`src/hdl/day_number_to_date_macros.svh`:
```
// Assertion macros for the day number to date converter.
`ifndef DAY_NUMBER_TO_DATE_MACROS_SVH
`define DAY_NUMBER_TO_DATE_MACROS_SVH
`ifndef SYNTHESIS
`define DND_ASSERT(label, prop) \
  label: assert property (@(posedge clk) disable iff (rst) prop) \
    else $error("day_number_to_date assertion failed");
`define DND_ASSERT_IMPLY(label, ante, cons) \
  label: assert property (@(posedge clk) disable iff (rst) (ante) |-> cons) \
    else $error("day_number_to_date assertion failed");
`else
`define DND_ASSERT(label, prop)
`define DND_ASSERT_IMPLY(label, ante, cons)
`endif
`endif

```
`src/hdl/dnd_pkg.sv`:
```
// Shared constants, pipeline item type and calendar helpers.
package dnd_pkg;

  localparam logic [21:0] LastDay    = 22'd3652059;
  localparam int unsigned YearSteps  = 8;
  // input register, two divide stages, the back-off stages, two month stages
  localparam int unsigned Latency    = YearSteps + 5;
  localparam int unsigned Months     = 12;
  localparam logic [23:0] Recip365   = 24'd11767033;
  localparam logic [12:0] Recip100   = 13'd5243;
  localparam logic [8:0]  DaysInYear = 9'd365;
  localparam logic [8:0]  Century    = 9'd100;
  localparam logic [13:0] MaxYear    = 14'd9999;

  typedef struct packed {
    logic        valid;
    logic        zero;
    logic [13:0] yr;
    logic [11:0] off;
  } dnd_item_t;

  // floor(v / 100) for any 14-bit v, by reciprocal
  function automatic logic [7:0] div100(input logic [13:0] v);
    logic [26:0] prod;
    prod = 27'(v) * 27'(Recip100);
    return prod[26:19];
  endfunction

  // leap years among years 1 .. yr-1
  function automatic logic [11:0] leaps_before(input logic [13:0] yr);
    logic [13:0] p;
    logic [7:0]  c;
    p = (yr == 14'd0) ? 14'd0 : yr - 14'd1;
    c = div100(p);
    return 12'(p >> 2) - 12'(c) + 12'(c >> 2);
  endfunction

  function automatic logic is_leap(input logic [13:0] yr);
    logic [7:0] c;
    logic       hund;
    c    = div100(yr);
    hund = (15'(c) * 15'(Century)) == 15'(yr);
    return (yr[1:0] == 2'd0) && (!hund || (c[1:0] == 2'd0));
  endfunction

endpackage

```
`src/hdl/dnd_divide.sv`:
```
// Year estimate: count / 365 by reciprocal multiply, then one correction step.
module dnd_divide (
  input  logic              clk,
  input  logic              rst,
  input  logic              in_valid,
  input  logic              in_zero,
  input  logic [21:0]       cnt,
  output dnd_pkg::dnd_item_t out_item
);
  import dnd_pkg::*;

  logic        valid1;
  logic        zero1;
  logic [21:0] cnt1;
  logic [13:0] q1;
  logic [45:0] prod;
  logic [21:0] diff;
  logic        fix;

  assign prod = 46'(cnt) * 46'(Recip365);

  always_ff @(posedge clk) begin
    zero1 <= in_zero;
    cnt1  <= cnt;
    q1    <= prod[45:32];
    if (rst) valid1 <= 1'b0;
    else     valid1 <= in_valid;
  end

  // estimate is exact or one low; remainder stays below 730
  assign diff = cnt1 - 22'(q1) * 22'(DaysInYear);
  assign fix  = diff[9:0] >= 10'(DaysInYear);

  always_ff @(posedge clk) begin
    out_item.zero <= zero1;
    out_item.yr   <= q1 + 14'd1 + 14'(fix);
    out_item.off  <= fix ? 12'(diff[9:0] - 10'(DaysInYear)) : 12'(diff[9:0]);
    if (rst) out_item.valid <= 1'b0;
    else     out_item.valid <= valid1;
  end

endmodule

```
`src/hdl/dnd_year_step.sv`:
```
// One year back-off step: move to the prior year while offset <= leap days before.
module dnd_year_step (
  input  logic               clk,
  input  logic               rst,
  input  dnd_pkg::dnd_item_t in_item,
  output dnd_pkg::dnd_item_t out_item
);
  import dnd_pkg::*;

  logic [11:0] leaps;
  logic        back;

  always_comb begin
    leaps = leaps_before(in_item.yr);
    back  = (in_item.yr > 14'd1) && (in_item.off <= leaps);
  end

  always_ff @(posedge clk) begin
    out_item.zero <= in_item.zero;
    out_item.yr   <= back ? in_item.yr - 14'd1 : in_item.yr;
    out_item.off  <= back ? in_item.off + 12'(DaysInYear) : in_item.off;
    if (rst) out_item.valid <= 1'b0;
    else     out_item.valid <= in_item.valid;
  end

endmodule

```
`src/hdl/dnd_month.sv`:
```
// Leap-day removal, then parallel month search against cumulative month ends.
module dnd_month (
  input  logic               clk,
  input  logic               rst,
  input  dnd_pkg::dnd_item_t in_item,
  output logic               done,
  output logic [13:0]        year_out,
  output logic [3:0]         month_out,
  output logic [4:0]         day_of_month
);
  import dnd_pkg::*;

  localparam logic [8:0] MonthEnd [Months] = '{
    9'd31, 9'd59, 9'd90, 9'd120, 9'd151, 9'd181,
    9'd212, 9'd243, 9'd273, 9'd304, 9'd334, 9'd365
  };
  localparam logic [8:0] MonthStart [Months] = '{
    9'd0, 9'd31, 9'd59, 9'd90, 9'd120, 9'd151,
    9'd181, 9'd212, 9'd243, 9'd273, 9'd304, 9'd334
  };

  logic        valid_a;
  logic        zero_a;
  logic        leap_a;
  logic [13:0] yr_a;
  logic [11:0] off_a;
  logic [3:0]  mo;
  logic [4:0]  dy;
  logic [9:0]  ends   [Months];
  logic [9:0]  starts [Months];

  always_ff @(posedge clk) begin
    zero_a <= in_item.zero;
    yr_a   <= in_item.yr;
    off_a  <= in_item.off - leaps_before(in_item.yr);
    leap_a <= is_leap(in_item.yr);
    if (rst) valid_a <= 1'b0;
    else     valid_a <= in_item.valid;
  end

  // scan from December down so the earliest matching month wins;
  // no match falls back to 31 December
  always_comb begin
    mo = 4'd12;
    dy = 5'd31;
    for (int k = Months - 1; k >= 0; k--) begin
      ends[k]   = 10'(MonthEnd[k]) + 10'(leap_a && (k >= 1));
      starts[k] = 10'(MonthStart[k]) + 10'(leap_a && (k >= 2));
      if (off_a <= 12'(ends[k])) begin
        mo = 4'(k + 1);
        dy = 5'(off_a - 12'(starts[k]));
      end
    end
  end

  always_ff @(posedge clk) begin
    year_out     <= zero_a ? 14'd1 : yr_a;
    month_out    <= zero_a ? 4'd1  : mo;
    day_of_month <= zero_a ? 5'd1  : dy;
    if (rst) done <= 1'b0;
    else     done <= valid_a;
  end

endmodule

```
`src/hdl/day_number_to_date.sv`:
```
// Every start transfer gives a done strobe, in the order of the starts.
// Throughput: one day count per cycle; busy is always low.
// The pipeline is set by the reciprocal divide, eight year back-off stages
// and the month search; results leave on a one-cycle strobe, no stall.
// Reset (synchronous, active high) clears all valid bits; items in flight
// are dropped.
module day_number_to_date (
  input  logic        clk,
  input  logic        rst,
  input  logic        start,
  output logic        busy,
  input  logic [21:0] day_count,
  output logic        done,
  output logic [13:0] year_out,
  output logic [3:0]  month_out,
  output logic [4:0]  day_of_month
);
  import dnd_pkg::*;

  `include "day_number_to_date_macros.svh"

  logic        valid0;
  logic        zero0;
  logic [21:0] cnt0;
  dnd_item_t   chain [YearSteps + 1];

  assign busy = 1'b0;

  // saturate to the last day of year 9999
  always_ff @(posedge clk) begin
    cnt0  <= (day_count > LastDay) ? LastDay : day_count;
    zero0 <= day_count == 22'd0;
    if (rst) valid0 <= 1'b0;
    else     valid0 <= start && !busy;
  end

  dnd_divide u_divide (
    .clk      (clk),
    .rst      (rst),
    .in_valid (valid0),
    .in_zero  (zero0),
    .cnt      (cnt0),
    .out_item (chain[0])
  );

  for (genvar g = 0; g < YearSteps; g++) begin : g_step
    dnd_year_step u_step (
      .clk      (clk),
      .rst      (rst),
      .in_item  (chain[g]),
      .out_item (chain[g + 1])
    );
  end

  dnd_month u_month (
    .clk          (clk),
    .rst          (rst),
    .in_item      (chain[YearSteps]),
    .done         (done),
    .year_out     (year_out),
    .month_out    (month_out),
    .day_of_month (day_of_month)
  );

  `DND_ASSERT_IMPLY(a_latency, start && !busy, ##Latency done)
  `DND_ASSERT_IMPLY(a_no_spurious, done, $past(start && !busy, Latency))
  `DND_ASSERT_IMPLY(a_month_range, done, (month_out >= 4'd1) && (month_out <= 4'd12))
  `DND_ASSERT_IMPLY(a_day_range, done, (day_of_month >= 5'd1) && (day_of_month <= 5'd31))
  `DND_ASSERT(a_year_range, done |-> (year_out >= 14'd1) && (year_out <= MaxYear))

endmodule
```
`config.mk`:
```
export PLATFORM = sky130hd
export DESIGN_NAME = day_number_to_date
export DESIGN_NICKNAME = d
export VERILOG_FILES = /design/src/hdl/dnd_pkg.sv /design/src/hdl/dnd_divide.sv /design/src/hdl/dnd_year_step.sv /design/src/hdl/dnd_month.sv /design/src/hdl/day_number_to_date.sv
export VERILOG_INCLUDE_DIRS = /design/src /design/src/hdl
export SDC_FILE = /design/constraint.sdc
export NUM_CORES = 2
export LEC_CHECK = 0
export BUFFER_PORTS_ARGS = -buffer_cell sky130_fd_sc_hd__buf_4
export CORE_ASPECT_RATIO = 0.75
export CORE_MARGIN = 1.5
export CORE_UTILIZATION = 53
export CTS_CLUSTER_DIAMETER = 200
export CTS_CLUSTER_SIZE = 40
export DETAILED_ROUTE_END_ITERATION = 8
export GPL_TIMING_DRIVEN = 1
export PLACE_DENSITY = 0.8
export SLEW_MARGIN = 10
export SYNTH_ARGS = -nofsm -noshare
export SYNTH_HDL_FRONTEND = slang
export SYNTH_HIERARCHICAL = 1
export SYNTH_SLANG_ARGS = --single-unit
export TNS_END_PERCENT = 100
```
`constraint.sdc`:
```
create_clock -name clk -period 9.5 [get_ports clk]
set_input_delay 0.475 -clock clk [delete_from_list [all_inputs] [get_ports clk]]
set_output_delay 0.475 -clock clk [all_outputs]
set_load 0.005 [all_outputs]
```
# Yosys cells after proc, flatten, opt, wreduce, memory -nomap -nowiden
# Index checks and enable logic that the tools add are counted.
[word_totals] n_memories=0 reg_bits=354 mem_bits_rw=0 rom_bits=0 out_inout_bits=25 latch_bits=0 wordCells=235 inputBits=25
[classes] addsub=62 n_mul=13 reduce_logical=26 bitwise_logic=0 div_mod_pow=0 n_eq_ne=1 magnitude_cmp=30 shifts=0 muxes=48
[ops] op="$mul A14 B13 Y27 const B" n=10
[ops] op="$mux W14" n=17
[ops] op="$logic_not A14 Y1" n=9
[ops] op="$sub A14 B1 Y14 const B" n=9
[ops] op="$gt A14 B1 Y1 const B" n=8
[ops] op="$add A12 B6 Y12" n=9
[ops] op="$sub A12 B8 Y12" n=9
[ops] op="$add A12 B9 Y12 const B" n=8
[ops] op="$le A12 B12 Y1" n=8
[ops] op="$mux W12" n=8
[ops] op="$mux W5" n=12
[ops] op="$sub A5 B5 Y5" n=10
[ops] op="$le A12 B10 Y1" n=4
[ops] op="$le A12 B9 Y1" n=4
[ops] op="$mul A22 B24 Y46 const B" n=1
[ops] op="$add A9 B1 Y10 const A" n=4
[ops] op="$add A8 B1 Y9 const A" n=4
[ops] op="$le A12 B8 Y1" n=2
[ops] op="$gt A22 B22 Y1 const B" n=1
[ops] op="$logic_not A22 Y1" n=1
[ops] op="$add A7 B1 Y8 const A" n=2
[ops] op="$eq A15 B14 Y1" n=1
[ops] op="$mux W3" n=5
[ops] op="$add A14 B1 Y14" n=1
[ops] op="other kinds (21)" n=33

# Depth between registers and ports, before layout
[logic_depth] word_depth=14 depth_mapped=46 depth_no_buf=44

# By module
# The synthesis kept the hierarchy.
[modules_own_cells] module="dnd_year_step (g_step[5].u_step ...)" area_per_inst_um2=6030.8 seq_area_each_um2=560.5 instances=3 cells_each=676
[modules_own_cells] module="dnd_year_step (g_step[0].u_step ...)" area_per_inst_um2=5785.5 seq_area_each_um2=560.5 instances=3 cells_each=641
[modules_own_cells] module="dnd_month" area_per_inst_um2=11588.6 seq_area_each_um2=1061.0 instances=1 cells_each=1285
[modules_own_cells] module="dnd_divide" area_per_inst_um2=11382.2 seq_area_each_um2=1061.0 instances=1 cells_each=1116
[modules_own_cells] module="dnd_year_step (g_step[3].u_step)" area_per_inst_um2=5980.7 seq_area_each_um2=560.5 instances=1 cells_each=680
[modules_own_cells] module="dnd_year_step (g_step[4].u_step)" area_per_inst_um2=5853.1 seq_area_each_um2=560.5 instances=1 cells_each=674
[modules_own_cells] module="day_number_to_date" area_per_inst_um2=767.0 seq_area_each_um2=480.5 instances=1 cells_each=69

# Worst setup path after synthesis
# Ideal clock, no wire load.
[synth_timing] path_type="register to register" from="register g_step[3].u_step/out_item[12] (netlist name)" to="register g_step[4].u_step/out_item[17] (netlist name)" n_path_buf=1 synth_period_minus_slack_ns=10.029 setup_slack_ns=-0.529 arrival_time_ns=9.900 required_time_ns=9.372 stages_incl_launch_ff=43 setup_time_ns=0.128 cell_sequence="dfxtp_1 -> inv_1 -> ha_1 -> or3b_2 -> nand4b_1 -> nor3_1 -> xnor2_1 -> nor2_1 -> inv_1 -> ha_1 -> inv_1 -> ha_1 -> ha_1 -> inv_1 -> fa_1 -> fa_1 -> fa_1 -> inv_1 -> [7 not listed] -> xnor2_1 -> fa_1 -> inv_1 -> ha_1 -> o21ai_0 -> a21o_1 -> o21ai_0 -> nor3_1 -> a211o_1 -> o311a_1 -> ha_1 -> a21o_1 -> a21o_1 -> a2111oi_0 -> o21ai_2 -> buf_2 -> o31ai_1 -> o21ai_0"
[synth_via] elab_chain_len=8 word_cells_on_any_way=10 cone_classes="add/sub: 3; mul: 1; order compare: 2; mux: 2; reduce/logical: 2"
[synth_rtl] item="start, declared" line_no="dnd_year_step.sv:6" rtl="output dnd_pkg::dnd_item_t out_item"
[synth_rtl] item="$sub A14 B1 Y14 / $logic_not A14 Y1 (equally long branches)" line_no="dnd_pkg.sv:33, dnd_year_step.sv:20"
[synth_rtl] item="$mux W14" line_no="dnd_pkg.sv:33" rtl="p = (yr == 14'd0) ? 14'd0 : yr - 14'd1;"
[synth_rtl] item="$mul A14 B13 Y27" line_no="dnd_pkg.sv:25" rtl="prod = 27'(v) * 27'(Recip100);"
[synth_rtl] item="$sub A12 B8 Y12" line_no="dnd_pkg.sv:35" rtl="return 12'(p >> 2) - 12'(c) + 12'(c >> 2);"
[synth_rtl] item="$add A12 B6 Y12" line_no="dnd_pkg.sv:35"
[synth_rtl] item="$le A12 B12 Y1" line_no="dnd_year_step.sv:15" rtl="back = (in_item.yr > 14'd1) && (in_item.off <= leaps);"
[synth_rtl] item="$logic_and A1 B1 Y1" line_no="dnd_year_step.sv:15"
[synth_rtl] item="$mux W14 *" line_no="dnd_year_step.sv:20" rtl="out_item.yr <= back ? in_item.yr - 14'd1 : in_item.yr;"
[synth_rtl] item="end, declared" line_no="dnd_year_step.sv:6"
# Mark *: on every way between the ends. The rest lies on a longest branch, timed or not.
# A chain may end at the register's enable or synchronous reset.

# Final worst setup path
[layout_timing] from="register g_step[1].u_step/out_item[12] (netlist name)" to="register g_step[2].u_step/out_item[21] (netlist name)"
[layout_via] elab_chain_len=8 word_cells_on_any_way=10 cone_classes="add/sub: 3; mul: 1; order compare: 2; mux: 2; reduce/logical: 2"
[layout_rtl] item="start, declared" line_no="dnd_year_step.sv:6"
[layout_rtl] item="$sub A14 B1 Y14 / $logic_not A14 Y1 (equally long branches)" line_no="dnd_pkg.sv:33, dnd_year_step.sv:20"
[layout_rtl] item="$mux W14" line_no="dnd_pkg.sv:33"
[layout_rtl] item="$mul A14 B13 Y27" line_no="dnd_pkg.sv:25"
[layout_rtl] item="$sub A12 B8 Y12" line_no="dnd_pkg.sv:35"
[layout_rtl] item="$add A12 B6 Y12" line_no="dnd_pkg.sv:35"
[layout_rtl] item="$le A12 B12 Y1" line_no="dnd_year_step.sv:15"
[layout_rtl] item="$logic_and A1 B1 Y1" line_no="dnd_year_step.sv:15"
[layout_rtl] item="$mux W14 *" line_no="dnd_year_step.sv:20"
[layout_rtl] item="end, declared" line_no="dnd_year_step.sv:6"
# Marks and branches as above.

==> flow_results.org <==
** Floorplan
- The floorplan step defined a core boundary enclosing 133000 um^2.
- The initial utilization of the core area, before any placement, comes to 0.533.
- The floorplan step defined a die boundary enclosing 136000 um^2.
- The floorplan step set the die height to 320 um.
- In this run the horizontal extent of the chip is 426 um.
- The floorplan has 116 rows.
- For this design the top-level I/O count stands at 50.

** Timing
- Counting I/O delays and the setup requirement, the final critical path takes 10110 ps.
- For this run, the top clock speed supported by timing is 98.9 MHz.
- Headroom to the max-slew limit :: 0.0152
- Of the available clock period, the critical path in the final layout requires 1.06.
- Post-Route Hold Slack :: 16.7 ps
- Number of failing hold endpoints at the final stage :: 0
- Number of pins exceeding their max-slew limit in the final report :: 0
- Setup WS post-layout :: -609 ps
- Unrepaired setup endpoints after global routing :: true
- For the pin with the worst max-slew slack, the measured transition is 1480 ps.
- Setup violations remaining at the end of the flow were counted as 186.
- Between clock sinks in the finished design, the worst skew comes to 34.2 ps.
- Setup Total Neg Slack :: -44640 ps

** GRT
- Vias in the first global route :: 60500
- Global-route wire length before repair :: 305000 um
- In the global route stage, met1 resource usage came out at 0.385.
- Entering global routing, the biggest net connects 41 pins.
- Tot GR Track Use :: 0.273
- Global route hottest layer :: met2
- The initial antenna violation count is 2.
- Global-route congestion overflow total :: 0
- In the global route stage, met3 resource usage came out at 0.0313.
- For this run, global-route usage on met2 was measured as 0.454.

** Place
- PortBufs :: 48
- Hpwl dp :: 156000 um
- Routability-driven placement finished with a final weighted congestion of 0.979.
- In this run the cell area measured after placement is 80100 um^2.

** Drt
- Detailed-route wire length per cell :: 19.8 um
- Via total after detailed routing :: 60200
- Drt pass-1 iters :: 8
- Total DRC errors in the routed layout :: 0
- The detail route stage leaves a number of antenna-violating nets equal to 0.
- After the first detailed-routing iteration, the DRC count stood at 4779.
- In the routed layout, each cell is associated on average with a via count of 5.67.
- Wires add up to 210000 um.

** Worst setup path
- Slowest cell on crit path :: fa_2
- Setup slack on the worst reg-to-reg path comes out at -610 ps.
- Crit-path most repeated cell :: ha_1
- Delay of the slowest cell on the worst path :: 560 ps
- For the worst setup path, the data arrival time is 10610 ps.
- Reg-to-Reg Start :: g_step[1].u_step/out_item[12]
- By startpoint and endpoint, the worst setup path is classified as flip-flop to flip-flop.
- The worst setup path is captured at a flip-flop.
- In this run the critical register-to-register path is captured at g_step[2].u_step/out_item[21].
- Critical path fanouts, max :: 7
- For the worst flop-to-flop path, the logic depth is 47.
- Critical Path Source Type :: flip-flop
- STA puts the critical path data required time at 10000 ps.

** Clocking
- TritonCTS clock tree :: done
- Clk Latency, worst-skew pair :: 600 ps
- In this run the number of H-tree levels came out at 1.
- The root buffer cell chosen for the clock tree is clkbuf_16.
- Counting every sink on the clock net gives 354.
- Clock-pin transition on the worst setup and hold timing paths :: 180 ps
- The clock passes through at most 3 buffers.
- Total CTS buffers :: 12

** Outcome
- The checks that failed: setup timing.
- Result of the run :: complete, but fails checks

** Yosys
- The number of nets in the synthesized netlist is 10200.
- Register bit count reported by yosys :: 354
- Share of synthesized flip-flops with an asynchronous set or reset :: 0
- Yosys warns :: 6
- Synth Flop Type :: dfxtp_1
- Post-Syn Area :: 71000 um^2
- Count of unique library cells instantiated by Yosys :: 120
- In this run, synthesis inferred 0 flip-flops with an integrated enable.
- Post-Syn Area per Cell :: 9.13 um^2
- Number of cells produced by synthesis :: 7775
- For this run, the register share of the synthesized area comes to 0.0998.

** Layout
- Area growth, synth to finish :: 24.3%
- The finished cells cover 88300 um^2.
- In the final layout, the share of cells above drive strength 1 is 0.257.
- Measured on the finished design, the core utilization comes to 0.662.
- For this run, the post-layout net count is 11200.

** Min path
- In this run the worst hold path is classified as input port to flip-flop.
- Hold wc startpoint :: day_count[20]
- Along the worst hold path, the cell count comes to 1.
- For hold timing, the worst endpoint is cnt0[20].

** Flow run
- Number of maximum-capacitance violations :: 0
==> state kept, by name (all words and copies together), names as in the netlist, 5 cells and up <==
name	flops
cnt0	22
g_step.u_step/out_item	224
u_divide/cnt1	10
u_divide/out_item	27
u_divide/q1	14
u_month/day_of_month	5
u_month/off_a	12
u_month/year_out	14
u_month/yr_a	14
==> worst max-delay path, delay by kind of cell, from the launching register on <==
| family | cells | cell delay, ps |
|---|---|---|
| buffers and inverters | 15 | 1580 |
| adders and majority gates | 10 | 3520 |
| and+or+nand+nor | 6 | 1150 |
| xor gates and xnor gates | 3 | 490 |
| DFF | 1 | 380 |
| AOI/OAI and AO/OA | 13 | 2900 |
==> stage by stage <==
step | std cells | worst slack, ps
finish | 10600 | -609
global route | 10600 | -841
CTS | 10500 | -57.0
detailed placement | 10400 | -477
global placement | 10400 | -259
floorplan | 7775 | -6.97
==> synthesized netlist by cell type (all sizes together), types with 77 or more instances <==
master | instances | area share
nand3 | 86 | 0.0061
nor2 | 321 | 0.017
fa | 839 | 0.24
or2 | 81 | 0.0071
xor2 | 259 | 0.032
nand4 | 77 | 0.0068
nor3 | 151 | 0.011
xnor2 | 359 | 0.045
nand2 | 283 | 0.015
a21oi | 256 | 0.019
ha | 1515 | 0.27
o21ai | 239 | 0.017
a21o | 142 | 0.015
dfxtp | 354 | 0.10
inv | 1815 | 0.096
==> per-layer routing <==
layer  vias to the layer above  part of all wire
met2                      2547              0.47
li1                      27400                 -
met3                       598             0.071
met1                     29600              0.42
met4                         2             0.038
met5                         -          0.000033
==> worst max path at each step <==
stage                                             start                       endpoint  slack [ps]  cells after the start
after floorplan           g_step[3].u_step/out_item[12]   g_step[4].u_step/out_item[6]          -7                     43
after global placement    g_step[6].u_step/out_item[12]  g_step[7].u_step/out_item[17]        -260                     40
after detailed placement  g_step[0].u_step/out_item[13]  g_step[1].u_step/out_item[19]        -480                     45
after CTS                 g_step[6].u_step/out_item[12]  g_step[7].u_step/out_item[17]         -60                     37
after global routing      g_step[1].u_step/out_item[12]  g_step[2].u_step/out_item[21]        -840                     47
final                     g_step[1].u_step/out_item[12]  g_step[2].u_step/out_item[21]        -610                     47
==> kinds of logic after synthesis <==
family / count (synthesis) / share of synthesized area
buffers and inverters: 1937 / 0.106
other: 1 / 0.0000528
and+or+nand+nor: 1390 / 0.103
DFF: 354 / 0.0998
xor gates and xnor gates: 621 / 0.0781
adders and majority gates: 2358 / 0.504
muxes: 35 / 0.00536
AOI/OAI and AO/OA: 1079 / 0.104
==> placed cells by master (no fill, tap or decap), types with 84 or more instances in the layout <==
| cell | synthesis | final |
|---|---|---|
| inv_1 | 1802 | 1703 |
| ha_1 | 1515 | 1366 |
| buf_4 | 3 | 1062 |
| fa_1 | 839 | 816 |
| dfxtp_1 | 354 | 330 |
| xnor2_1 | 352 | 266 |
| nor2_1 | 308 | 240 |
| xor2_1 | 259 | 225 |
| nand2_1 | 280 | 222 |
| a21oi_1 | 241 | 198 |
| o21ai_0 | 212 | 139 |
| a21o_1 | 141 | 135 |
| ha_4 | 0 | 127 |
| inv_2 | 13 | 108 |
| nor3_1 | 145 | 90 |
| xnor2_2 | 6 | 84 |
==> cell type report <==
type | instances | area [um^2]
multi-input cells | 5485 | 62300
inverters | 1818 | 6850
fillers | 9393 | 45000
well taps | 1770 | 2210
repair buffers | 1165 | 9390
flip-flops and latches | 354 | 7120
clock buffers | 13 | 325
diodes | 2 | 5.00
clock inverters | 1 | 8.76
==> repair_timing <==
| item | CTS | global route |
|---|---|---|
| hold buffers | 0 | 0 |
| buffers inserted | 68 | 139 |
| pin swaps | 220 | 586 |
| endpoints found under the setup margin | 209 | 213 |
| gates cloned | 9 | 6 |
| gates resized for setup | 378 | 853 |
Power is not shown: default switching activity piles up to over one toggle a cycle in this logic, so the estimate is an artifact.
